<file path="src/hdl/rgba8_pixel_op_unit_defines.svh">
// ----------------------------------------------------------------------------
// rgba8 pixel op unit assertion macros
// concurrent assertion wrappers used by the top level
// ----------------------------------------------------------------------------
`ifndef RGBA8_PIXEL_OP_UNIT_DEFINES_SVH
`define RGBA8_PIXEL_OP_UNIT_DEFINES_SVH

`ifndef NO_ASSERTIONS
`define RPO_ASSERT_NEXT(label, clk, rst_n, ante, cons) \
    label: assert property (@(posedge clk) disable iff (!rst_n) (ante) |=> (cons)) \
        else $error("assertion failed");
`define RPO_ASSERT_NOW(label, clk, rst_n, ante, cons) \
    label: assert property (@(posedge clk) disable iff (!rst_n) (ante) |-> (cons)) \
        else $error("assertion failed");
`else
`define RPO_ASSERT_NEXT(label, clk, rst_n, ante, cons)
`define RPO_ASSERT_NOW(label, clk, rst_n, ante, cons)
`endif

`endif

</file>
<file path="src/hdl/rpo_pkg.sv">
// ----------------------------------------------------------------------------
// rpo_pkg
// shared types, constants and helper function of the rgba8 pixel op unit
// ----------------------------------------------------------------------------
package rpo_pkg;

    localparam logic [7:0] CH_MAX = 8'hFF;

    typedef enum logic [1:0] {
        MODE_PREMUL = 2'd0,
        MODE_DEMUL  = 2'd1,
        MODE_OPAQUE = 2'd2,
        MODE_BLEND  = 2'd3
    } mode_t;

    typedef struct packed {
        mode_t mode;
        logic  a_zero;
        logic  a_full;
        logic  sa_zero;
        logic  al_full;
    } ctl_t;

    // one restoring division step: returns {new remainder, quotient bit}
    function automatic logic [8:0] div_step(input logic [7:0] rem,
                                            input logic nb,
                                            input logic [7:0] d);
        logic [8:0] t;
        logic       ge;
        t  = {rem, nb};
        ge = (t >= {1'b0, d});
        if (ge)
        begin
            t = t - {1'b0, d};
        end
        return {t[7:0], ge};
    endfunction

endpackage

</file>
<file path="src/hdl/rpo_lane.sv">
// ----------------------------------------------------------------------------
// rpo_lane
// one color channel: multiply, two-stage restoring divide and result select
// ----------------------------------------------------------------------------
module rpo_lane
(
    input  logic           clk,
    input  logic           en,
    input  rpo_pkg::ctl_t  ctl1,
    input  logic [7:0]     dst_c,
    input  logic [7:0]     src_c,
    input  logic [7:0]     da,
    input  logic [7:0]     al,
    input  rpo_pkg::ctl_t  ctl2,
    output logic [7:0]     result
);

    logic [15:0] prod_reg;
    logic [15:0] prod_next;
    logic [7:0]  rem_reg;
    logic [7:0]  rem_next;
    logic [3:0]  qhi_reg;
    logic [3:0]  qhi_next;
    logic [3:0]  nlo_reg;
    logic [7:0]  a_reg;
    logic [7:0]  c_reg;
    logic [7:0]  s_reg;
    logic        ge_reg;

    logic [15:0] numer;
    logic [17:0] sprod;
    logic [8:0]  mx;
    logic [8:0]  my;
    logic [8:0]  st;
    logic [8:0]  st_lo;
    logic [7:0]  rem_lo;
    logic [3:0]  qlo;
    logic [15:0] prem_sum;

    // stage one: shared multiplier and upper half of the divide
    always_comb
    begin
        if (ctl1.mode == rpo_pkg::MODE_BLEND)
        begin
            mx = {1'b0, src_c} - {1'b0, dst_c};
            my = {1'b0, al};
        end
        else
        begin
            mx = {1'b0, dst_c};
            my = {1'b0, da};
        end
        sprod = $signed(mx) * $signed(my);
        if (ctl1.mode == rpo_pkg::MODE_BLEND)
        begin
            sprod = sprod + {2'b00, dst_c, 8'h00};
        end
        prod_next = sprod[15:0];

        numer    = {dst_c, 8'h00} - {8'h00, dst_c};
        rem_next = numer[15:8];
        for (int i = 0; i < 4; i++)
        begin
            st          = rpo_pkg::div_step(rem_next, numer[7 - i], da);
            rem_next    = st[8:1];
            qhi_next[3 - i] = st[0];
        end
    end

    always_ff @(posedge clk)
    begin
        if (en)
        begin
            prod_reg <= prod_next;
            rem_reg  <= rem_next;
            qhi_reg  <= qhi_next;
            nlo_reg  <= numer[3:0];
            a_reg    <= da;
            c_reg    <= dst_c;
            s_reg    <= src_c;
            ge_reg   <= (dst_c >= da);
        end
    end

    // stage two: lower half of the divide and selection
    always_comb
    begin
        rem_lo = rem_reg;
        for (int i = 0; i < 4; i++)
        begin
            st_lo      = rpo_pkg::div_step(rem_lo, nlo_reg[3 - i], a_reg);
            rem_lo     = st_lo[8:1];
            qlo[3 - i] = st_lo[0];
        end
        prem_sum = prod_reg + 16'(rpo_pkg::CH_MAX);

        case (ctl2.mode)
            rpo_pkg::MODE_PREMUL:
            begin
                if (ctl2.a_full)
                    result = c_reg;
                else if (ctl2.a_zero)
                    result = 8'h00;
                else
                    result = prem_sum[15:8];
            end
            rpo_pkg::MODE_DEMUL:
            begin
                if (ctl2.a_full)
                    result = c_reg;
                else if (ctl2.a_zero)
                    result = 8'h00;
                else if (ge_reg)
                    result = rpo_pkg::CH_MAX;
                else
                    result = {qhi_reg, qlo};
            end
            rpo_pkg::MODE_BLEND:
            begin
                if (ctl2.sa_zero)
                    result = c_reg;
                else if (ctl2.al_full)
                    result = s_reg;
                else
                    result = prod_reg[15:8];
            end
            default:
            begin
                result = c_reg;
            end
        endcase
    end

endmodule

</file>
<file path="src/hdl/rpo_merge.sv">
// ----------------------------------------------------------------------------
// rpo_merge
// alpha channel and output register combining the color lanes
// ----------------------------------------------------------------------------
module rpo_merge
(
    input  logic           clk,
    input  logic           en,
    input  logic [7:0]     da,
    input  logic [7:0]     al,
    input  rpo_pkg::ctl_t  ctl2,
    input  logic [7:0]     red_c,
    input  logic [7:0]     green_c,
    input  logic [7:0]     blue_c,
    output logic [7:0]     out_red,
    output logic [7:0]     out_green,
    output logic [7:0]     out_blue,
    output logic [7:0]     out_alpha
);

    logic [15:0] aprod_reg;
    logic [7:0]  da_reg;
    logic [7:0]  al_reg;
    logic [15:0] asum;
    logic [7:0]  alpha_next;
    logic [7:0]  red_reg;
    logic [7:0]  green_reg;
    logic [7:0]  blue_reg;
    logic [7:0]  alpha_reg;

    always_ff @(posedge clk)
    begin
        if (en)
        begin
            aprod_reg <= al * da;
            da_reg    <= da;
            al_reg    <= al;
        end
    end

    always_comb
    begin
        asum = aprod_reg + 16'(rpo_pkg::CH_MAX);
        case (ctl2.mode)
            rpo_pkg::MODE_OPAQUE:
            begin
                alpha_next = rpo_pkg::CH_MAX;
            end
            rpo_pkg::MODE_BLEND:
            begin
                if (ctl2.sa_zero)
                    alpha_next = da_reg;
                else if (ctl2.al_full)
                    alpha_next = rpo_pkg::CH_MAX;
                else
                    alpha_next = al_reg + da_reg - asum[15:8];
            end
            default:
            begin
                alpha_next = da_reg;
            end
        endcase
    end

    always_ff @(posedge clk)
    begin
        if (en)
        begin
            red_reg   <= red_c;
            green_reg <= green_c;
            blue_reg  <= blue_c;
            alpha_reg <= alpha_next;
        end
    end

    assign out_red   = red_reg;
    assign out_green = green_reg;
    assign out_blue  = blue_reg;
    assign out_alpha = alpha_reg;

endmodule

</file>
<file path="src/hdl/rgba8_pixel_op_unit.sv">
// ----------------------------------------------------------------------------
// rgba8_pixel_op_unit
// per-pixel rgba8 premultiply, demultiply, opaque and source-over blend
// ----------------------------------------------------------------------------
// input channel in_valid / in_stall carries one pixel item: mode, destination
// pixel, source color, source alpha and coverage
// output channel out_valid / out_stall returns the new destination pixel
// out_valid rises as the item reaches the output register; one item per cycle
// unless out_stall freezes the pipeline: an input register with the coverage
// multiply, then three color lanes and an alpha path, each lane with one
// multiplier and a four-step divide slice per stage, then the output register
// reset clears the valid bits of all stages; payload is not reset
// when out_stall holds off a waiting result, the whole pipeline freezes and
// in_stall rises in the same cycle; it drops as soon as the result is taken
// ----------------------------------------------------------------------------
`include "rgba8_pixel_op_unit_defines.svh"

module rgba8_pixel_op_unit
(
    input  logic       clk,
    input  logic       rst_n,
    input  logic       in_valid,
    output logic       in_stall,
    input  logic [1:0] mode,
    input  logic [7:0] dst_red,
    input  logic [7:0] dst_green,
    input  logic [7:0] dst_blue,
    input  logic [7:0] dst_alpha,
    input  logic [7:0] src_red,
    input  logic [7:0] src_green,
    input  logic [7:0] src_blue,
    input  logic [7:0] src_alpha,
    input  logic [7:0] coverage,
    output logic       out_valid,
    input  logic       out_stall,
    output logic [7:0] out_red,
    output logic [7:0] out_green,
    output logic [7:0] out_blue,
    output logic [7:0] out_alpha
);

    logic           en;
    logic           v1_reg;
    logic           v2_reg;
    logic           out_valid_reg;
    rpo_pkg::mode_t mode_reg;
    logic [7:0]     dr_reg;
    logic [7:0]     dg_reg;
    logic [7:0]     db_reg;
    logic [7:0]     da_reg;
    logic [7:0]     sr_reg;
    logic [7:0]     sg_reg;
    logic [7:0]     sb_reg;
    logic           sa_zero_reg;
    logic [7:0]     al_reg;
    logic [7:0]     al_next;
    logic [15:0]    cov_prod;
    rpo_pkg::ctl_t  ctl1;
    rpo_pkg::ctl_t  ctl2_reg;
    logic [7:0]     red_c;
    logic [7:0]     green_c;
    logic [7:0]     blue_c;
    logic           opaque_adv;

    assign en       = !(out_valid_reg && out_stall);
    assign in_stall = !en;

    always_comb
    begin
        cov_prod = src_alpha * {1'b0, coverage} + {8'h00, src_alpha};
        if (coverage == rpo_pkg::CH_MAX)
            al_next = src_alpha;
        else
            al_next = cov_prod[15:8];
    end

    always_ff @(posedge clk or negedge rst_n)
    begin
        if (!rst_n)
        begin
            v1_reg        <= 1'b0;
            v2_reg        <= 1'b0;
            out_valid_reg <= 1'b0;
        end
        else if (en)
        begin
            v1_reg        <= in_valid;
            v2_reg        <= v1_reg;
            out_valid_reg <= v2_reg;
        end
    end

    always_ff @(posedge clk)
    begin
        if (en)
        begin
            mode_reg    <= rpo_pkg::mode_t'(mode);
            dr_reg      <= dst_red;
            dg_reg      <= dst_green;
            db_reg      <= dst_blue;
            da_reg      <= dst_alpha;
            sr_reg      <= src_red;
            sg_reg      <= src_green;
            sb_reg      <= src_blue;
            sa_zero_reg <= (src_alpha == 8'h00);
            al_reg      <= al_next;
            ctl2_reg    <= ctl1;
        end
    end

    always_comb
    begin
        ctl1.mode    = mode_reg;
        ctl1.a_zero  = (da_reg == 8'h00);
        ctl1.a_full  = (da_reg == rpo_pkg::CH_MAX);
        ctl1.sa_zero = sa_zero_reg;
        ctl1.al_full = (al_reg == rpo_pkg::CH_MAX);
    end

    rpo_lane u_lane_red
    (
        .clk    (clk),
        .en     (en),
        .ctl1   (ctl1),
        .dst_c  (dr_reg),
        .src_c  (sr_reg),
        .da     (da_reg),
        .al     (al_reg),
        .ctl2   (ctl2_reg),
        .result (red_c)
    );

    rpo_lane u_lane_green
    (
        .clk    (clk),
        .en     (en),
        .ctl1   (ctl1),
        .dst_c  (dg_reg),
        .src_c  (sg_reg),
        .da     (da_reg),
        .al     (al_reg),
        .ctl2   (ctl2_reg),
        .result (green_c)
    );

    rpo_lane u_lane_blue
    (
        .clk    (clk),
        .en     (en),
        .ctl1   (ctl1),
        .dst_c  (db_reg),
        .src_c  (sb_reg),
        .da     (da_reg),
        .al     (al_reg),
        .ctl2   (ctl2_reg),
        .result (blue_c)
    );

    rpo_merge u_merge
    (
        .clk       (clk),
        .en        (en),
        .da        (da_reg),
        .al        (al_reg),
        .ctl2      (ctl2_reg),
        .red_c     (red_c),
        .green_c   (green_c),
        .blue_c    (blue_c),
        .out_red   (out_red),
        .out_green (out_green),
        .out_blue  (out_blue),
        .out_alpha (out_alpha)
    );

    assign out_valid = out_valid_reg;

    assign opaque_adv = v2_reg && en && (ctl2_reg.mode == rpo_pkg::MODE_OPAQUE);

    // pipeline advance and opaque alpha
    `RPO_ASSERT_NEXT(a_stage_advance, clk, rst_n, v1_reg && en, v2_reg)
    `RPO_ASSERT_NEXT(a_opaque_alpha, clk, rst_n, opaque_adv, out_alpha == rpo_pkg::CH_MAX)
    `RPO_ASSERT_NEXT(a_result_follows, clk, rst_n, v2_reg && en, out_valid)

endmodule
</file>
<file path="config.mk">
export PLATFORM = sky130hd
export DESIGN_NAME = rgba8_pixel_op_unit
export DESIGN_NICKNAME = d
export VERILOG_FILES = /design/src/hdl/rpo_pkg.sv /design/src/hdl/rpo_lane.sv /design/src/hdl/rpo_merge.sv /design/src/hdl/rgba8_pixel_op_unit.sv
export VERILOG_INCLUDE_DIRS = /design/src /design/src/hdl
export SDC_FILE = /design/constraint.sdc
export NUM_CORES = 2
export LEC_CHECK = 0
export ABC_AREA = 1
export BUFFER_PORTS_ARGS = -buffer_cell sky130_fd_sc_hd__buf_2
export CAP_MARGIN = 20
export CORE_UTILIZATION = 49
export DETAILED_ROUTE_END_ITERATION = 10
export PLACE_DENSITY = 0.71
export REMOVE_ABC_BUFFERS = 1
export SLEW_MARGIN = 20
export SYNTH_ARGS = -nofsm -noshare
export SYNTH_HDL_FRONTEND = slang
export SYNTH_SLANG_ARGS = --single-unit
</file>
<file path="constraint.sdc">
create_clock -name clk -period 28.5 [get_ports clk]
set_input_delay 5.7 -clock clk [delete_from_list [all_inputs] [get_ports clk]]
set_output_delay 5.7 -clock clk [all_outputs]
set_load 0.005 [all_outputs]
</file>
==> key figures <==
Yosys
  • Mapped Cells: between 4,000 and 5,000
  • Yosys warns: 0
  • Avg Cell Area, Syn: roughly 8.0 um2
  • Register bit total from synthesis: 284
  • Share of the synthesized area in the top cell type: about a quarter
  • Synth area leader: edfxtp_1
  • Post-synthesis cell type count: 68
  • Register area share after synthesis: about a quarter
  • Top post-synthesis cells by count: nand2_1, inv_1, ha_1
  • Asr flop ratio synth: 1.06%
  • Primary FF master, synth: edfxtp_1
  • Top-count cell post-synth: nand2_1
  • Top cells by area, synth: edfxtp_1, fa_1, ha_1
  • EDFF count, synth: approximately 280
  • Mapped Area: 35,800 um2

Layout
  • N_diodes: 0
  • Nets: around 5,400
  • Area delta synth->final: 8.02%
  • Share of layout cells above drive strength 1: a little over 7%

GRT
  • Pin count of the biggest net entering global routing: 84
  • Gr usage total: 24.7%
  • Gr ovfl total: 0
  • First-pass GRT wire length: 146,000 um
  • Vias in the first global route: 28,403
  • Initial antenna violation count: 0

Critical path
  • Slowest cell on crit path: nand2_4
  • Crit path top cell by count: buf_2
  • CP max FO: between 60 and 70
  • CP Capture Type: output pin
  • CP Cell Sequence: buf_2 -> nand2_4 -> inv_1 -> buf_2
  • Worst EP required: between 20 and 25 ns
  • Crit path arrival time: between 6 and 7 ns
  • Top delay family on crit path: simple AND/OR/NAND/NOR gates
  • Max incr delay on CP: 0.61 ns
  • Crit path buf inv count: 3
  • Critical Path Source Type: primary input
  • Crit Path Class: in -> out

Job
  • Max Cap Violations: 0

Route
  • Post-route ant nets: 0
  • 1st-pass router iterations: 6
  • DRC: 0
  • Routed WL: approximately 91,000 um
  • WL/cell: about 16 um
  • DRT iter0 DRCs: 2,472
  • Vias: about 29,000
  • Vias/cell: 5.32

Clocking
  • Clock tree buffer depth: 3
  • Total CTS buffers: 36
  • Cts hold-fix bufs: 0
  • H-tree levels: 2
  • Root Driver: clkbuf_16
  • Post-CTS sizing: 0
  • Clk slew on worst S/H paths: approximately 0.060 ns
  • TritonCTS Sinks: 284
  • Worst-Skew Late Latency: 0.57 ns
  • TritonCTS clock tree: built
  • Post-CTS Setup Inserts: 0

Floorplanning
  • Die H: between 200 and 300 um
  • Die Wd: around 270 um
  • Num ports: ~110
  • Rows: 98
  • Initial Util: between 40% and 50%
  • Die area: 74,100 um2
  • Core area: just over 70,000 um2

Timing
  • Slew Viols, Final: 0
  • Final min period: between 10 and 15 ns
  • Max Clock Skew: ~0.035 ns
  • Slew HR: between 20% and 30%
  • Setup TNS: 0 ns
  • Final Setup Violations: 0
  • Period utilization: between 40 and 50%
  • Worst slew pin tran: ~1.1 ns
  • Max Fclk: around 81 MHz
  • RSZ-0062 raised after global routing: false
  • Final Hold Viols: 0

Place
  • I/O Buffers: 111
  • RD Place Congestion: between 0.9 and 1
  • Post-DP HPWL: 71,200 um

Hold path
  • Worst hold path type: reg -> reg

Outcome
  • Outcome: finished, final reports clean
area by class of cell:
class,count,area [um2]
Clock buffer,47,995
Sequential cell,284,8510
Multi-Input combinational cell,3257,23700
Clock inverter,18,238
Inverter,839,3150
Fill cell,6684,33200
Tap cell,950,1190
Timing Repair Buffer,148,833
worst reg2reg max path: cells and delay by family, from the launching register on:
family | cells | cell delay (ns)
compound gates | 13 | 2.93
xor+xnor | 1 | 0.30
fa+ha+maj | 5 | 1.65
buf+inv | 6 | 0.76
flops | 1 | 0.54
simple gates | 24 | 2.65
through the flow:
step | cells | util, % | hold slack, ns | setup WS, ns | cell area, um2
4_1_cts | 5543 | 53.8 | 0.430 | 16.04 | 38700
5_1_grt | 5543 | 53.8 | 0.452 | 15.95 | 38700
3_5_place_dp | 5478 | 52.1 | 0.417 | 16.05 | 37400
2_1_floorplan | 4380 | - | 0.400 | 10.62 | 35400
6_report | 5543 | 53.8 | 0.428 | 16.08 | 38700
3_3_place_gp | 5478 | 52.1 | 0.406 | 16.07 | 37400
path summary, 6_finish.rpt:
path                        startpoint  cells past startpoint               endpoint  slack, ns
setup / recovery             out_stall                      4               in_stall      16.08
hold / removal             sa_zero_reg                      0            ctl2_reg[1]       0.43
setup reg to reg             dr_reg[1]                     49  u_lane_red.rem_reg[4]      19.42
hold reg to reg            sa_zero_reg                      0            ctl2_reg[1]       0.43
max in group asynchronous        rst_n                      1                 v1_reg      23.49
min in group asynchronous        rst_n                      1              out_valid       4.91
metal layers:
metal	vias up	GRT usage [%]	part of all wire [%]
met1	13826	34.9	47
li1	14652	-	-
met2	838	39.3	44
met5	-	0	0
met3	159	3.04	6.1
met4	0	7.55	2.8
cell families after synthesis:
group	count (synthesis)	share of synthesized area [%]
xor gates and xnor gates	208	5.16
buffers and inverters	933	9.94
AOI/OAI and AO/OA	646	10.5
adders and majority gates	711	30.7
DFF	284	23.8
and+or+nand+nor	1692	19.9
placed cells by master (no fill, tap or decap), types with 5 or more instances in the layout:
| cell type | n |
|---|---|
| nand3_4 | 5 |
| inv_1 | 804 |
| nand3_1 | 162 |
| ha_1 | 433 |
| inv_2 | 27 |
| o21ai_2 | 15 |
| nor2_1 | 346 |
| a31oi_1 | 8 |
| a211oi_1 | 8 |
| clkbuf_16 | 38 |
| o21bai_1 | 16 |
| o221ai_1 | 7 |
| bufinv_16 | 5 |
| nand2_1 | 1010 |
| o31ai_1 | 20 |
| nand3_2 | 6 |
| nand3b_1 | 7 |
| a221oi_1 | 6 |
| a21oi_1 | 226 |
| edfxtp_1 | 281 |
| and2_1 | 9 |
| nand2_4 | 11 |
| xor2_1 | 125 |
| o2111ai_1 | 6 |
| o21ai_0 | 197 |
| clkinv_1 | 10 |
| o21ai_1 | 50 |
| nor3_1 | 26 |
| o22ai_1 | 12 |
| o211ai_1 | 18 |
| nand2_2 | 12 |
| o21a_1 | 25 |
| or2_2 | 28 |
| fa_1 | 278 |
| clkbuf_1 | 8 |
| nand4_1 | 50 |
| buf_4 | 37 |
| a21o_1 | 12 |
| xnor2_1 | 81 |
| buf_2 | 111 |
Power is not shown: default switching activity piles up to over one toggle a cycle in this logic, so the estimate is an artifact.
